### config.mk
export PLATFORM = sky130hd
export DESIGN_NAME = meter_disk_mark_detector_flat
export DESIGN_NICKNAME = d
export VERILOG_FILES = /design/src/rtl/mdmd_pkg.sv /design/src/rtl/mdmd_if.sv /design/src/rtl/mdmd_div.sv /design/src/rtl/mdmd_dp.sv /design/src/rtl/mdmd_ctrl.sv /design/src/rtl/meter_disk_mark_detector.sv /design/src/flat_wrapper.sv
export VERILOG_INCLUDE_DIRS = /design/src /design/src/rtl
export SDC_FILE = /design/constraint.sdc
export NUM_CORES = 2
export LEC_CHECK = 0
export BUFFER_PORTS_ARGS = -buffer_cell sky130_fd_sc_hd__buf_2
export CAP_MARGIN = 25
export CORE_MARGIN = 2
export CORE_UTILIZATION = 59
export DETAILED_ROUTE_END_ITERATION = 12
export PLACE_DENSITY = 0.76
export SLEW_MARGIN = 15
export SYNTH_ARGS = -nofsm -noshare
export SYNTH_HDL_FRONTEND = slang
export SYNTH_SLANG_ARGS = --single-unit
export TNS_END_PERCENT = 30
### constraint.sdc
create_clock -name clock -period 9 [get_ports clock]
set_input_delay 1.35 -clock clock [delete_from_list [all_inputs] [get_ports clock]]
set_output_delay 1.35 -clock clock [all_outputs]
set_load 0.03 [all_outputs]
### src/rtl/meter_disk_mark_detector_macros.svh
`ifndef METER_DISK_MARK_DETECTOR_MACROS_SVH
`define METER_DISK_MARK_DETECTOR_MACROS_SVH

// same-cycle implication
`define MDMD_ASSERT_IMM(lbl, clk, rst, ante, cons, msg) \
   lbl: assert property (@(posedge clk) disable iff (rst) (ante) |-> (cons)) else $error(msg);

// next-cycle implication
`define MDMD_ASSERT_NXT(lbl, clk, rst, ante, cons, msg) \
   lbl: assert property (@(posedge clk) disable iff (rst) (ante) |=> (cons)) else $error(msg);

`endif

### src/rtl/mdmd_pkg.sv
`default_nettype none
package mdmd_pkg;
   localparam int WINDOW_DEF = 16;
   localparam int AVG_DEF    = 300;
   localparam int BINS       = 1024;
   localparam int SAMPLE_W   = 10;
   localparam int WORD_W     = 32;
   localparam int KIND_W     = 2;
   localparam int ROT_W      = 16;
   localparam int TOL_W      = 8;
   localparam int THR_W      = 10;
   localparam int RUN_W      = 8;
   localparam int CSR_IDX_W  = 3;
   localparam int DIVS_W     = ROT_W + WORD_W;

   localparam logic [WORD_W-1:0] WATTS_NUM = 32'd3600000000;

   localparam logic [KIND_W-1:0] KIND_PULSE   = 2'd0;
   localparam logic [KIND_W-1:0] KIND_TIMEOUT = 2'd1;
   localparam logic [KIND_W-1:0] KIND_AVERAGE = 2'd2;

   localparam logic [CSR_IDX_W-1:0] REG_ROT     = 3'd0;
   localparam logic [CSR_IDX_W-1:0] REG_TOL     = 3'd1;
   localparam logic [CSR_IDX_W-1:0] REG_THR     = 3'd2;
   localparam logic [CSR_IDX_W-1:0] REG_NEEDED  = 3'd3;
   localparam logic [CSR_IDX_W-1:0] REG_TIMEOUT = 3'd4;

   localparam logic [1:0] PH_PREWARM   = 2'd0;
   localparam logic [1:0] PH_STABILIZE = 2'd1;
   localparam logic [1:0] PH_UPHILL    = 2'd2;

   typedef struct packed {
      logic take;
      logic scan_step;
      logic decide;
      logic div_start;
      logic load;
   } cmd_type;

   typedef struct packed {
      logic scan_last;
      logic need_div;
      logic has_result;
      logic div_done;
   } sts_type;
endpackage
`default_nettype wire

### src/rtl/mdmd_if.sv
`default_nettype none
interface mdmd_req_if import mdmd_pkg::*; ();
   logic                valid;
   logic                ready;
   logic                mode;
   logic [SAMPLE_W-1:0] sample;
   logic [WORD_W-1:0]   now_ms;
   modport source (output valid, mode, sample, now_ms, input ready);
   modport sink   (input valid, mode, sample, now_ms, output ready);
endinterface

interface mdmd_rsp_if import mdmd_pkg::*; ();
   logic              valid;
   logic              ready;
   logic [KIND_W-1:0] kind;
   logic [WORD_W-1:0] watts;
   logic [WORD_W-1:0] pulse_total;
   modport source (output valid, kind, watts, pulse_total, input ready);
   modport sink   (input valid, kind, watts, pulse_total, output ready);
endinterface

interface mdmd_csr_if import mdmd_pkg::*; ();
   logic                 valid;
   logic                 ready;
   logic [CSR_IDX_W-1:0] index;
   logic [WORD_W-1:0]    data;
   modport source (output valid, index, data, input ready);
   modport sink   (input valid, index, data, output ready);
endinterface
`default_nettype wire

### src/rtl/mdmd_div.sv
`default_nettype none
module mdmd_div import mdmd_pkg::*; #(
   parameter int DVD_W = 41,
   parameter int DVS_W = DIVS_W
) (
   input  wire logic             clock,
   input  wire logic             reset,
   input  wire logic             start,
   input  wire logic [DVD_W-1:0] dividend,
   input  wire logic [DVS_W-1:0] divisor,
   output logic                  done,
   output logic      [DVD_W-1:0] quotient
);
   localparam int CNT_W = $clog2(DVD_W + 1);

   logic             busy_ff, busy_in, done_ff, done_in;
   logic [CNT_W-1:0] cnt_ff, cnt_in;
   logic [DVS_W-1:0] rem_ff, rem_in, dvs_ff, dvs_in;
   logic [DVD_W-1:0] quo_ff, quo_in;
   logic [DVS_W:0]   shifted, trial;
   logic             ge;

   // restoring divide, one quotient bit a cycle
   always_comb begin
      shifted = {rem_ff, quo_ff[DVD_W-1]};
      trial   = shifted - {1'b0, dvs_ff};
      ge      = shifted >= {1'b0, dvs_ff};
      busy_in = busy_ff;
      done_in = 1'b0;
      cnt_in  = cnt_ff;
      rem_in  = rem_ff;
      quo_in  = quo_ff;
      dvs_in  = dvs_ff;
      if (start) begin
         busy_in = 1'b1;
         cnt_in  = CNT_W'(DVD_W);
         rem_in  = '0;
         quo_in  = dividend;
         dvs_in  = divisor;
      end else if (busy_ff) begin
         rem_in = ge ? trial[DVS_W-1:0] : shifted[DVS_W-1:0];
         quo_in = {quo_ff[DVD_W-2:0], ge};
         cnt_in = cnt_ff - 1'b1;
         if (cnt_ff == CNT_W'(1)) begin
            busy_in = 1'b0;
            done_in = 1'b1;
         end
      end
   end

   always_ff @(posedge clock) begin
      if (reset) begin
         busy_ff <= 1'b0;
         done_ff <= 1'b0;
         cnt_ff  <= '0;
      end else begin
         busy_ff <= busy_in;
         done_ff <= done_in;
         cnt_ff  <= cnt_in;
      end
      rem_ff <= rem_in;
      quo_ff <= quo_in;
      dvs_ff <= dvs_in;
   end

   assign done     = done_ff;
   assign quotient = quo_ff;
endmodule
`default_nettype wire

### src/rtl/mdmd_dp.sv
`default_nettype none
module mdmd_dp import mdmd_pkg::*; #(
   parameter int WINDOW          = WINDOW_DEF,
   parameter int AVERAGE_SECONDS = AVG_DEF
) (
   input  wire logic                 clock,
   input  wire logic                 reset,
   input  wire cmd_type              cmd,
   output sts_type                   sts,
   input  wire logic                 req_mode,
   input  wire logic [SAMPLE_W-1:0]  req_sample,
   input  wire logic [WORD_W-1:0]    req_now_ms,
   input  wire logic                 csr_write,
   input  wire logic [CSR_IDX_W-1:0] csr_index,
   input  wire logic [WORD_W-1:0]    csr_data,
   output logic      [KIND_W-1:0]    rsp_kind,
   output logic      [WORD_W-1:0]    rsp_watts,
   output logic      [WORD_W-1:0]    rsp_pulse_total
);
   localparam int SLOT_W = (WINDOW > 1) ? $clog2(WINDOW) : 1;
   localparam int SEEN_W = $clog2(WINDOW + 2);
   localparam int CNT_W  = $clog2(WINDOW + 1);
   localparam int SEC_W  = $clog2(AVERAGE_SECONDS + 1);
   localparam int SUM_W  = WORD_W + SEC_W;
   localparam logic [SLOT_W-1:0] SLOT_LAST = SLOT_W'(WINDOW - 1);
   localparam logic [SEEN_W-1:0] SEEN_FULL = SEEN_W'(WINDOW);
   localparam logic [SEC_W-1:0]  SEC_LAST  = SEC_W'(AVERAGE_SECONDS);

   // configuration
   logic [ROT_W-1:0]  rot_ff;
   logic [TOL_W-1:0]  tol_ff;
   logic [THR_W-1:0]  thr_ff;
   logic [RUN_W-1:0]  needed_ff;
   logic [WORD_W-1:0] timeout_ff;

   logic [SAMPLE_W-1:0] window_ff [WINDOW];
   logic [SLOT_W-1:0]   slot_ff, cand_ff;
   logic [SEEN_W-1:0]   seen_ff;
   logic [1:0]          phase_ff, phase_in;
   logic [RUN_W-1:0]    run_ff, run_in;
   logic [WORD_W-1:0]   last_ff, last_in, count_ff, count_in, cw_ff, cw_in;
   logic                wvalid_ff, wvalid_in;
   logic [SEC_W-1:0]    sec_ff, sec_in;
   logic [SUM_W-1:0]    sum_ff, sum_in;
   logic                mode_ff;
   logic [SAMPLE_W-1:0] sample_ff, best_ff;
   logic [WORD_W-1:0]   now_ff;
   logic [CNT_W-1:0]    best_cnt_ff, match_cnt;
   logic [KIND_W-1:0]   pend_ff, pend_in;
   logic [KIND_W-1:0]   rsp_kind_ff;
   logic [WORD_W-1:0]   rsp_watts_ff, rsp_total_ff;

   logic [SAMPLE_W-1:0]       cand_val, diff;
   logic                      better;
   logic [SAMPLE_W+TOL_W-1:0] diff_q, tol_lim;
   logic [SAMPLE_W+THR_W:0]   up_lhs, up_rhs;
   logic                      stable_hit, uphill_hit, mark, timeout_hit, avg_go;
   logic [RUN_W-1:0]          run_inc;
   logic [WORD_W-1:0]         interval;
   logic [DIVS_W-1:0]         denom, dvs;
   logic [SEC_W-1:0]          sec_inc;
   logic [SUM_W-1:0]          sum_add, dvd, quo;
   logic [WORD_W-1:0]         quo_sat;
   logic                      div_done;

   // baseline scan: count matches of one window entry per cycle
   assign cand_val = window_ff[cand_ff];
   always_comb begin
      match_cnt = '0;
      for (int j = 0; j < WINDOW; j++) begin
         match_cnt = match_cnt + CNT_W'(window_ff[j] == cand_val);
      end
   end
   assign better = (32'(cand_val) < BINS) &&
                   ((match_cnt > best_cnt_ff) ||
                    ((match_cnt == best_cnt_ff) && (cand_val < best_ff)));

   // threshold tests against the baseline
   assign diff        = (sample_ff >= best_ff) ? sample_ff - best_ff : best_ff - sample_ff;
   assign diff_q      = {diff, 8'd0};
   assign tol_lim     = tol_ff * best_ff;
   assign stable_hit  = (best_ff != '0) && (diff_q <= tol_lim);
   assign run_inc     = run_ff + 1'b1;
   assign up_lhs      = (SAMPLE_W+THR_W+1)'({sample_ff, 8'd0});
   assign up_rhs      = best_ff * ((THR_W+1)'(256) + {1'b0, thr_ff});
   assign uphill_hit  = up_lhs > up_rhs;
   assign mark        = !mode_ff && (phase_ff == PH_UPHILL) && uphill_hit;
   assign interval    = now_ff - last_ff;
   assign timeout_hit = !mode_ff && !mark && (interval > timeout_ff);
   assign denom       = DIVS_W'(rot_ff) * DIVS_W'(interval);
   assign sec_inc     = sec_ff + 1'b1;
   assign sum_add     = sum_ff + SUM_W'(cw_ff);
   assign avg_go      = mode_ff && wvalid_ff && (sec_inc >= SEC_LAST);
   assign dvd         = mode_ff ? sum_add + SUM_W'(sec_inc >> 1) : SUM_W'(WATTS_NUM);
   assign dvs         = mode_ff ? DIVS_W'(sec_inc) : denom;

   mdmd_div #(.DVD_W(SUM_W), .DVS_W(DIVS_W)) u_div (
      .clock    (clock),
      .reset    (reset),
      .start    (cmd.div_start),
      .dividend (dvd),
      .divisor  (dvs),
      .done     (div_done),
      .quotient (quo)
   );
   assign quo_sat = (|quo[SUM_W-1:WORD_W]) ? '1 : quo[WORD_W-1:0];

   assign sts.scan_last  = cand_ff == SLOT_LAST;
   assign sts.need_div   = mark || avg_go;
   assign sts.has_result = mark || avg_go || timeout_hit;
   assign sts.div_done   = div_done;

   always_comb begin
      phase_in  = phase_ff;
      run_in    = run_ff;
      last_in   = last_ff;
      count_in  = count_ff;
      cw_in     = cw_ff;
      wvalid_in = wvalid_ff;
      sec_in    = sec_ff;
      sum_in    = sum_ff;
      pend_in   = pend_ff;
      if (cmd.decide) begin
         if (mode_ff) begin
            if (wvalid_ff) begin
               sec_in = sec_inc;
               sum_in = sum_add;
               if (avg_go) begin
                  sec_in  = '0;
                  sum_in  = '0;
                  pend_in = KIND_AVERAGE;
               end
            end
         end else begin
            unique case (phase_ff)
               PH_PREWARM: begin
                  if (seen_ff > SEEN_FULL) phase_in = PH_STABILIZE;
               end
               PH_STABILIZE: begin
                  if (stable_hit) begin
                     run_in = run_inc;
                     if (run_inc >= needed_ff) begin
                        phase_in = PH_UPHILL;
                        run_in   = '0;
                     end
                  end
               end
               default: begin
                  if (mark) begin
                     phase_in  = PH_STABILIZE;
                     count_in  = count_ff + 1'b1;
                     last_in   = now_ff;
                     wvalid_in = 1'b1;
                     pend_in   = KIND_PULSE;
                  end
               end
            endcase
            if (timeout_hit) begin
               cw_in     = '0;
               wvalid_in = 1'b1;
               last_in   = now_ff;
               pend_in   = KIND_TIMEOUT;
            end
         end
      end
      if (cmd.load && (pend_ff == KIND_PULSE)) cw_in = quo_sat;
   end

   always_ff @(posedge clock) begin
      if (reset) begin
         rot_ff      <= ROT_W'(375);
         tol_ff      <= TOL_W'(13);
         thr_ff      <= THR_W'(26);
         needed_ff   <= RUN_W'(5);
         timeout_ff  <= WORD_W'(60000);
         for (int i = 0; i < WINDOW; i++) window_ff[i] <= '0;
         slot_ff     <= '0;
         seen_ff     <= '0;
         cand_ff     <= '0;
         best_ff     <= '0;
         best_cnt_ff <= '0;
         phase_ff    <= PH_PREWARM;
         run_ff      <= '0;
         last_ff     <= '0;
         count_ff    <= '0;
         cw_ff       <= '0;
         wvalid_ff   <= 1'b0;
         sec_ff      <= '0;
         sum_ff      <= '0;
         pend_ff     <= KIND_PULSE;
      end else begin
         if (csr_write) begin
            unique case (csr_index)
               REG_ROT:     rot_ff     <= csr_data[ROT_W-1:0];
               REG_TOL:     tol_ff     <= csr_data[TOL_W-1:0];
               REG_THR:     thr_ff     <= csr_data[THR_W-1:0];
               REG_NEEDED:  needed_ff  <= csr_data[RUN_W-1:0];
               REG_TIMEOUT: timeout_ff <= csr_data;
               default: ;
            endcase
         end
         if (cmd.take) begin
            cand_ff     <= '0;
            best_ff     <= '0;
            best_cnt_ff <= '0;
            if (!req_mode) begin
               window_ff[slot_ff] <= req_sample;
               slot_ff <= (slot_ff == SLOT_LAST) ? '0 : slot_ff + 1'b1;
               if (seen_ff <= SEEN_FULL) seen_ff <= seen_ff + 1'b1;
            end
         end else if (cmd.scan_step) begin
            cand_ff <= cand_ff + 1'b1;
            if (better) begin
               best_ff     <= cand_val;
               best_cnt_ff <= match_cnt;
            end
         end
         phase_ff  <= phase_in;
         run_ff    <= run_in;
         last_ff   <= last_in;
         count_ff  <= count_in;
         cw_ff     <= cw_in;
         wvalid_ff <= wvalid_in;
         sec_ff    <= sec_in;
         sum_ff    <= sum_in;
         pend_ff   <= pend_in;
      end
      if (cmd.take) begin
         mode_ff   <= req_mode;
         sample_ff <= req_sample;
         now_ff    <= req_now_ms;
      end
      if (cmd.load) begin
         rsp_kind_ff  <= pend_ff;
         rsp_watts_ff <= (pend_ff == KIND_TIMEOUT) ? '0 : quo_sat;
         rsp_total_ff <= count_ff;
      end
   end

   assign rsp_kind        = rsp_kind_ff;
   assign rsp_watts       = rsp_watts_ff;
   assign rsp_pulse_total = rsp_total_ff;
endmodule
`default_nettype wire

### src/rtl/mdmd_ctrl.sv
`default_nettype none
`include "meter_disk_mark_detector_macros.svh"
module mdmd_ctrl import mdmd_pkg::*; (
   input  wire logic    clock,
   input  wire logic    reset,
   input  wire logic    req_valid,
   output logic         req_ready,
   output logic         rsp_valid,
   input  wire logic    rsp_ready,
   output cmd_type      cmd,
   input  wire sts_type sts
);
   localparam logic [2:0] ST_IDLE   = 3'd0;
   localparam logic [2:0] ST_SCAN   = 3'd1;
   localparam logic [2:0] ST_DECIDE = 3'd2;
   localparam logic [2:0] ST_DIV    = 3'd3;
   localparam logic [2:0] ST_EMIT   = 3'd4;

   logic [2:0] state_ff, state_in;
   logic       rsp_valid_ff, rsp_valid_in;

   assign req_ready     = state_ff == ST_IDLE;
   assign cmd.take      = req_valid && req_ready;
   assign cmd.scan_step = state_ff == ST_SCAN;
   assign cmd.decide    = state_ff == ST_DECIDE;
   assign cmd.div_start = cmd.decide && sts.need_div;
   assign cmd.load      = (state_ff == ST_EMIT) && (!rsp_valid_ff || rsp_ready);

   always_comb begin
      state_in = state_ff;
      unique case (state_ff)
         ST_IDLE:   if (cmd.take) state_in = ST_SCAN;
         ST_SCAN:   if (sts.scan_last) state_in = ST_DECIDE;
         ST_DECIDE: begin
            priority if (sts.need_div) state_in = ST_DIV;
            else if (sts.has_result)   state_in = ST_EMIT;
            else                       state_in = ST_IDLE;
         end
         ST_DIV:    if (sts.div_done) state_in = ST_EMIT;
         ST_EMIT:   if (cmd.load) state_in = ST_IDLE;
         default:   state_in = ST_IDLE;
      endcase
      rsp_valid_in = cmd.load ? 1'b1 : (rsp_ready ? 1'b0 : rsp_valid_ff);
   end

   always_ff @(posedge clock) begin
      if (reset) begin
         state_ff     <= ST_IDLE;
         rsp_valid_ff <= 1'b0;
      end else begin
         state_ff     <= state_in;
         rsp_valid_ff <= rsp_valid_in;
      end
   end

   assign rsp_valid = rsp_valid_ff;

   `MDMD_ASSERT_NXT(a_load_shows, clock, reset, cmd.load, rsp_valid_ff, "result not shown after load")
   `MDMD_ASSERT_IMM(a_done_in_div, clock, reset, sts.div_done, state_ff == ST_DIV, "divide ended outside wait")
   `MDMD_ASSERT_NXT(a_take_scans, clock, reset, cmd.take, state_ff == ST_SCAN, "item taken without scan")
endmodule
`default_nettype wire

### src/rtl/meter_disk_mark_detector.sv
`default_nettype none
// channel  | dir | handshake         | payload
// req_ch   | in  | valid/ready       | mode, sample, now_ms
// rsp_ch   | out | valid/ready       | kind, watts, pulse_total
// csr_ch   | in  | valid/ready (=1)  | index, data
//
// one item at a time: the take, a baseline scan over all WINDOW entries and a decision;
// a result adds a load into the output register, and a mark or an average also adds a
// divide of 32+clog2(AVERAGE_SECONDS+1) quotient bits
// a waiting result sits in the output register; the next item is taken meanwhile
// and holds only at its own result until the old one is taken
// reset is synchronous and restores register defaults and the empty window
module meter_disk_mark_detector import mdmd_pkg::*; #(
   parameter int WINDOW          = WINDOW_DEF,
   parameter int AVERAGE_SECONDS = AVG_DEF
) (
   input  wire logic   clock,
   input  wire logic   reset,
   mdmd_req_if.sink    req_ch,
   mdmd_rsp_if.source  rsp_ch,
   mdmd_csr_if.sink    csr_ch
);
   cmd_type cmd;
   sts_type sts;

   // register writes are always taken
   assign csr_ch.ready = 1'b1;

   // sequencer: scan, decide, divide, present
   mdmd_ctrl u_ctrl (
      .clock     (clock),
      .reset     (reset),
      .req_valid (req_ch.valid),
      .req_ready (req_ch.ready),
      .rsp_valid (rsp_ch.valid),
      .rsp_ready (rsp_ch.ready),
      .cmd       (cmd),
      .sts       (sts)
   );

   // window, baseline, mark state machine, watts and averaging
   mdmd_dp #(.WINDOW(WINDOW), .AVERAGE_SECONDS(AVERAGE_SECONDS)) u_dp (
      .clock           (clock),
      .reset           (reset),
      .cmd             (cmd),
      .sts             (sts),
      .req_mode        (req_ch.mode),
      .req_sample      (req_ch.sample),
      .req_now_ms      (req_ch.now_ms),
      .csr_write       (csr_ch.valid),
      .csr_index       (csr_ch.index),
      .csr_data        (csr_ch.data),
      .rsp_kind        (rsp_ch.kind),
      .rsp_watts       (rsp_ch.watts),
      .rsp_pulse_total (rsp_ch.pulse_total)
   );
endmodule
`default_nettype wire
### src/flat_wrapper.sv
// flat-port wrapper written by rule: the top's interface ports become plain ports
module meter_disk_mark_detector_flat import mdmd_pkg::*;
#(
   parameter int WINDOW          = WINDOW_DEF,
   parameter int AVERAGE_SECONDS = AVG_DEF
)
  (clock, reset, req_ch_valid, req_ch_mode, req_ch_sample, req_ch_now_ms, req_ch_ready, rsp_ch_valid, rsp_ch_kind, rsp_ch_watts, rsp_ch_pulse_total, rsp_ch_ready, csr_ch_valid, csr_ch_index, csr_ch_data, csr_ch_ready);
  mdmd_req_if req_ch_i ();
  mdmd_rsp_if rsp_ch_i ();
  mdmd_csr_if csr_ch_i ();
  input  wire logic clock;
  input  wire logic reset;
  input wire logic [$bits(req_ch_i.valid)-1:0] req_ch_valid;
  input wire logic [$bits(req_ch_i.mode)-1:0] req_ch_mode;
  input wire logic [$bits(req_ch_i.sample)-1:0] req_ch_sample;
  input wire logic [$bits(req_ch_i.now_ms)-1:0] req_ch_now_ms;
  output wire logic [$bits(req_ch_i.ready)-1:0] req_ch_ready;
  output wire logic [$bits(rsp_ch_i.valid)-1:0] rsp_ch_valid;
  output wire logic [$bits(rsp_ch_i.kind)-1:0] rsp_ch_kind;
  output wire logic [$bits(rsp_ch_i.watts)-1:0] rsp_ch_watts;
  output wire logic [$bits(rsp_ch_i.pulse_total)-1:0] rsp_ch_pulse_total;
  input wire logic [$bits(rsp_ch_i.ready)-1:0] rsp_ch_ready;
  input wire logic [$bits(csr_ch_i.valid)-1:0] csr_ch_valid;
  input wire logic [$bits(csr_ch_i.index)-1:0] csr_ch_index;
  input wire logic [$bits(csr_ch_i.data)-1:0] csr_ch_data;
  output wire logic [$bits(csr_ch_i.ready)-1:0] csr_ch_ready;
  assign req_ch_i.valid = req_ch_valid;
  assign req_ch_i.mode = req_ch_mode;
  assign req_ch_i.sample = req_ch_sample;
  assign req_ch_i.now_ms = req_ch_now_ms;
  assign req_ch_ready = req_ch_i.ready;
  assign rsp_ch_valid = rsp_ch_i.valid;
  assign rsp_ch_kind = rsp_ch_i.kind;
  assign rsp_ch_watts = rsp_ch_i.watts;
  assign rsp_ch_pulse_total = rsp_ch_i.pulse_total;
  assign rsp_ch_i.ready = rsp_ch_ready;
  assign csr_ch_i.valid = csr_ch_valid;
  assign csr_ch_i.index = csr_ch_index;
  assign csr_ch_i.data = csr_ch_data;
  assign csr_ch_ready = csr_ch_i.ready;
  meter_disk_mark_detector #(.WINDOW(WINDOW), .AVERAGE_SECONDS(AVERAGE_SECONDS)) u_core (.clock(clock), .reset(reset), .req_ch(req_ch_i), .rsp_ch(rsp_ch_i), .csr_ch(csr_ch_i));
endmodule
==> flow_summary.ini <==
[synth]
synth_flop_cell = edfxtp_1
yosysMostFrequentCell = inv_1
synth_common_cells = 825 x inv_1, 785 x nand2_1, 552 x fa_1, 457 x and2_1, 445 x ha_1
ys_seq_area_frac = 0.281
synth_warnings = 0
synth-seq-cells = 683
syn_nets = 7713
synth_edf_count = 358
synth_area_leader_cell = fa_1
async_flop_share = 0
ys_types = 108
netlist.area_leader.share = 0.180
avgSynthCellArea_um2 = 9.27
synth_area_leaders = fa_1 18%, edfxtp_1 17%, dfxtp_1 11%
syn_inst = 6633
synthesis.area_mm2 = 0.0615

[cts]
cts_root_buf = clkbuf_16
numCtsBuffers = 79
cts_hold_buffers = 0
cts_tree = done
cts_num_sinks = 683
htreeDepth = 3
clkLatencyLatePin_ps = 690
clk_pin_slew_ps = 70
clock_path_buffers = 3

[place]
place_hpwl_um = 120000
place.gp.congestion = 0.948
place_area_mm2 = 0.0638
io_buffers = 150

[floorplan]
core_area_mm2 = 0.103
pin_count = 152
initial_core_util = 0.594
die_y_um = 327
dieArea_mm2 = 0.107
fp.dieW_um = 327
num_rows = 118

[critical_path]
crit_type = flip-flop to flip-flop
cp-start-kind = flip-flop
endpoint_kind = flip-flop
cp.arrival_ps = 9340
worst_r2r_path_depth = 35
cp_slowest_cell = fa_1
required_ps = 9530
worst_path_most_repeated_cell = fa_1
slowest_delay_ps = 560
crit_path_max_fanout = 5

[finish]
finalInstanceArea_mm2 = 0.0669
final_layout_size_suffix_gt1_frac = 0.0887
fin_nets = 7744
area_delta_synth_final_pct = 8.84

[global_route]
grt_usage = 0.306
grt_first_pass_wirelength_um = 260000
overflow = 0
grt_pass1_vias = 48117
grt_max_degree = 108
antenna_found_initial = 4

[timing]
hold_violations = 0
relSlewSlack = 0.309
rsz0062_at_grt = true
worst_pin_slew_ps = 1040
max_freq_ghz = 0.114
setup_viol = 0
slew_viol_final = 0
fin_worst_skew_ps = 55.4
min_period_over_period = 0.979
period_needed_ps = 8810

[detailed_routing]
first_pass_iters = 6
drt-initial-drc-count = 3728
num_vias = 48486
drc = 0
viasPerCell = 5.98
ant_nets = 0
wl_um = 164000
wire_per_inst_um = 20.3

[flow_run]
cap_violations = 0

[hold_path]
hold_depth = 2
hp-class = flip-flop to flip-flop

[status]
outcome = finished, final reports clean
[kinds of logic after synthesis]
| family | after synthesis | share of synthesized area |
|---|---|---|
| AOI/OAI and AO/OA | 1052 | 0.115 |
| xor gates and xnor gates | 411 | 0.0587 |
| adders and majority gates | 997 | 0.270 |
| buffers and inverters | 1177 | 0.0731 |
| DFF | 683 | 0.281 |
| muxes | 99 | 0.0265 |
| other | 1 | 0.0000610 |
| and+or+nand+nor | 2213 | 0.176 |
[layout by cell type (no fill, tap or decap), types with 12 or more instances in the layout]
cell type,Yosys,final
fa_1,552,550
edfxtp_1,358,358
o2bb2ai_1,32,32
a31oi_1,37,34
nor2b_1,59,58
inv_1,825,823
and3_1,37,36
o211ai_1,31,31
and2_1,457,455
buf_2,37,152
nand4_1,81,81
or3_1,20,20
nand2b_1,51,50
mux2i_1,39,39
clkbuf_16,0,81
a311oi_1,25,24
dfxtp_1,325,322
a21o_1,154,154
mux4_2,50,50
clkbuf_1,287,14
nand3_1,99,97
a21oi_1,310,302
buf_4,5,134
o21bai_1,24,24
a211oi_1,24,22
xnor2_1,253,250
ha_1,445,437
or2_2,13,13
o31ai_1,49,47
nor2_1,418,415
a22oi_1,27,26
nor4_1,37,37
o21a_1,29,28
nor3_1,79,79
xor2_1,157,157
clkinvlp_4,0,12
o21ai_0,130,128
nand2_1,785,785
o2111ai_1,38,38
o21ai_1,26,24
[layer usage]
metal / wire length, um / global-route usage / vias up / share of wire
li1: - / - / 22149 / -
met1: 67100 / 0.412 / 23691 / 0.41
met2: 74700 / 0.482 / 2236 / 0.45
met3: 16500 / 0.0694 / 404 / 0.10
met4: 6080 / 0.116 / 6 / 0.037
met5: 41 / 0 / - / 0.00025
[flip-flops by register name, indices dropped and copies added (netlist names), 16 cells and up, named ones only]
register and count:
u_core.u_dp.window_ff 160, u_core.u_dp.u_div.dvs_ff 48, u_core.u_dp.u_div.rem_ff 48, u_core.u_dp.sum_ff 41
u_core.u_dp.u_div.quotient 41, u_core.u_dp.count_ff 32, u_core.u_dp.cw_ff 32, u_core.u_dp.last_ff 32
u_core.u_dp.now_ff 32, u_core.u_dp.rsp_pulse_total 32, u_core.u_dp.rsp_watts 32, u_core.u_dp.timeout_ff 32
u_core.u_dp.rot_ff 16
[final timing paths]
check | start | endpoint | slack, ps
setup / recovery | u_core.u_dp.now_ff[0] | u_core.u_dp.u_div.dvs_ff[47] | 190
setup reg to reg | u_core.u_dp.now_ff[0] | u_core.u_dp.u_div.dvs_ff[47] | 190
hold / removal | u_core.u_dp.u_div.rem_ff[32] | u_core.u_dp.u_div.rem_ff[33] | 450
hold reg to reg | u_core.u_dp.u_div.rem_ff[32] | u_core.u_dp.u_div.rem_ff[33] | 450
[per-stage QoR]
stage	util	setup slack (ps)	cells	hold slack [ps]	TNS (ps)
floorplan	-	278	6633	429	0
global placement	0.616	30.1	7945	441	0
detailed placement	0.616	-140	7951	448	-213
CTS	0.643	58.9	8099	456	0
global route	0.647	-113	8111	481	-603
finish	0.647	190	8112	450	0
[worst max-delay path: cells and delay by family, from the launching register on]
kind / cells / cell delay, ps
AOI/OAI and AO/OA: 16 / 3410
xor gates and xnor gates: 1 / 150
adders and majority gates: 9 / 3710
buffers and inverters: 5 / 430
DFF: 1 / 400
and+or+nand+nor: 4 / 580
[layout make-up]
class,instances,area (um^2)
inverter,826,3100
multi-input combinational,4773,40100
clock buffer,100,2150
tap,1380,1730
clock inverter,48,592
timing repair buffer,301,2020
antenna,1,2.50
sequential,683,17300
fill,8281,36600
[timing repair]
item	in CTS	in global routing
pin swaps	0	26
gates resized for setup	3	53
buffers inserted	0	10
setup endpoints to repair	2	21
Power is not shown: default switching activity piles up to over one toggle a cycle in this logic, so the estimate is an artifact.
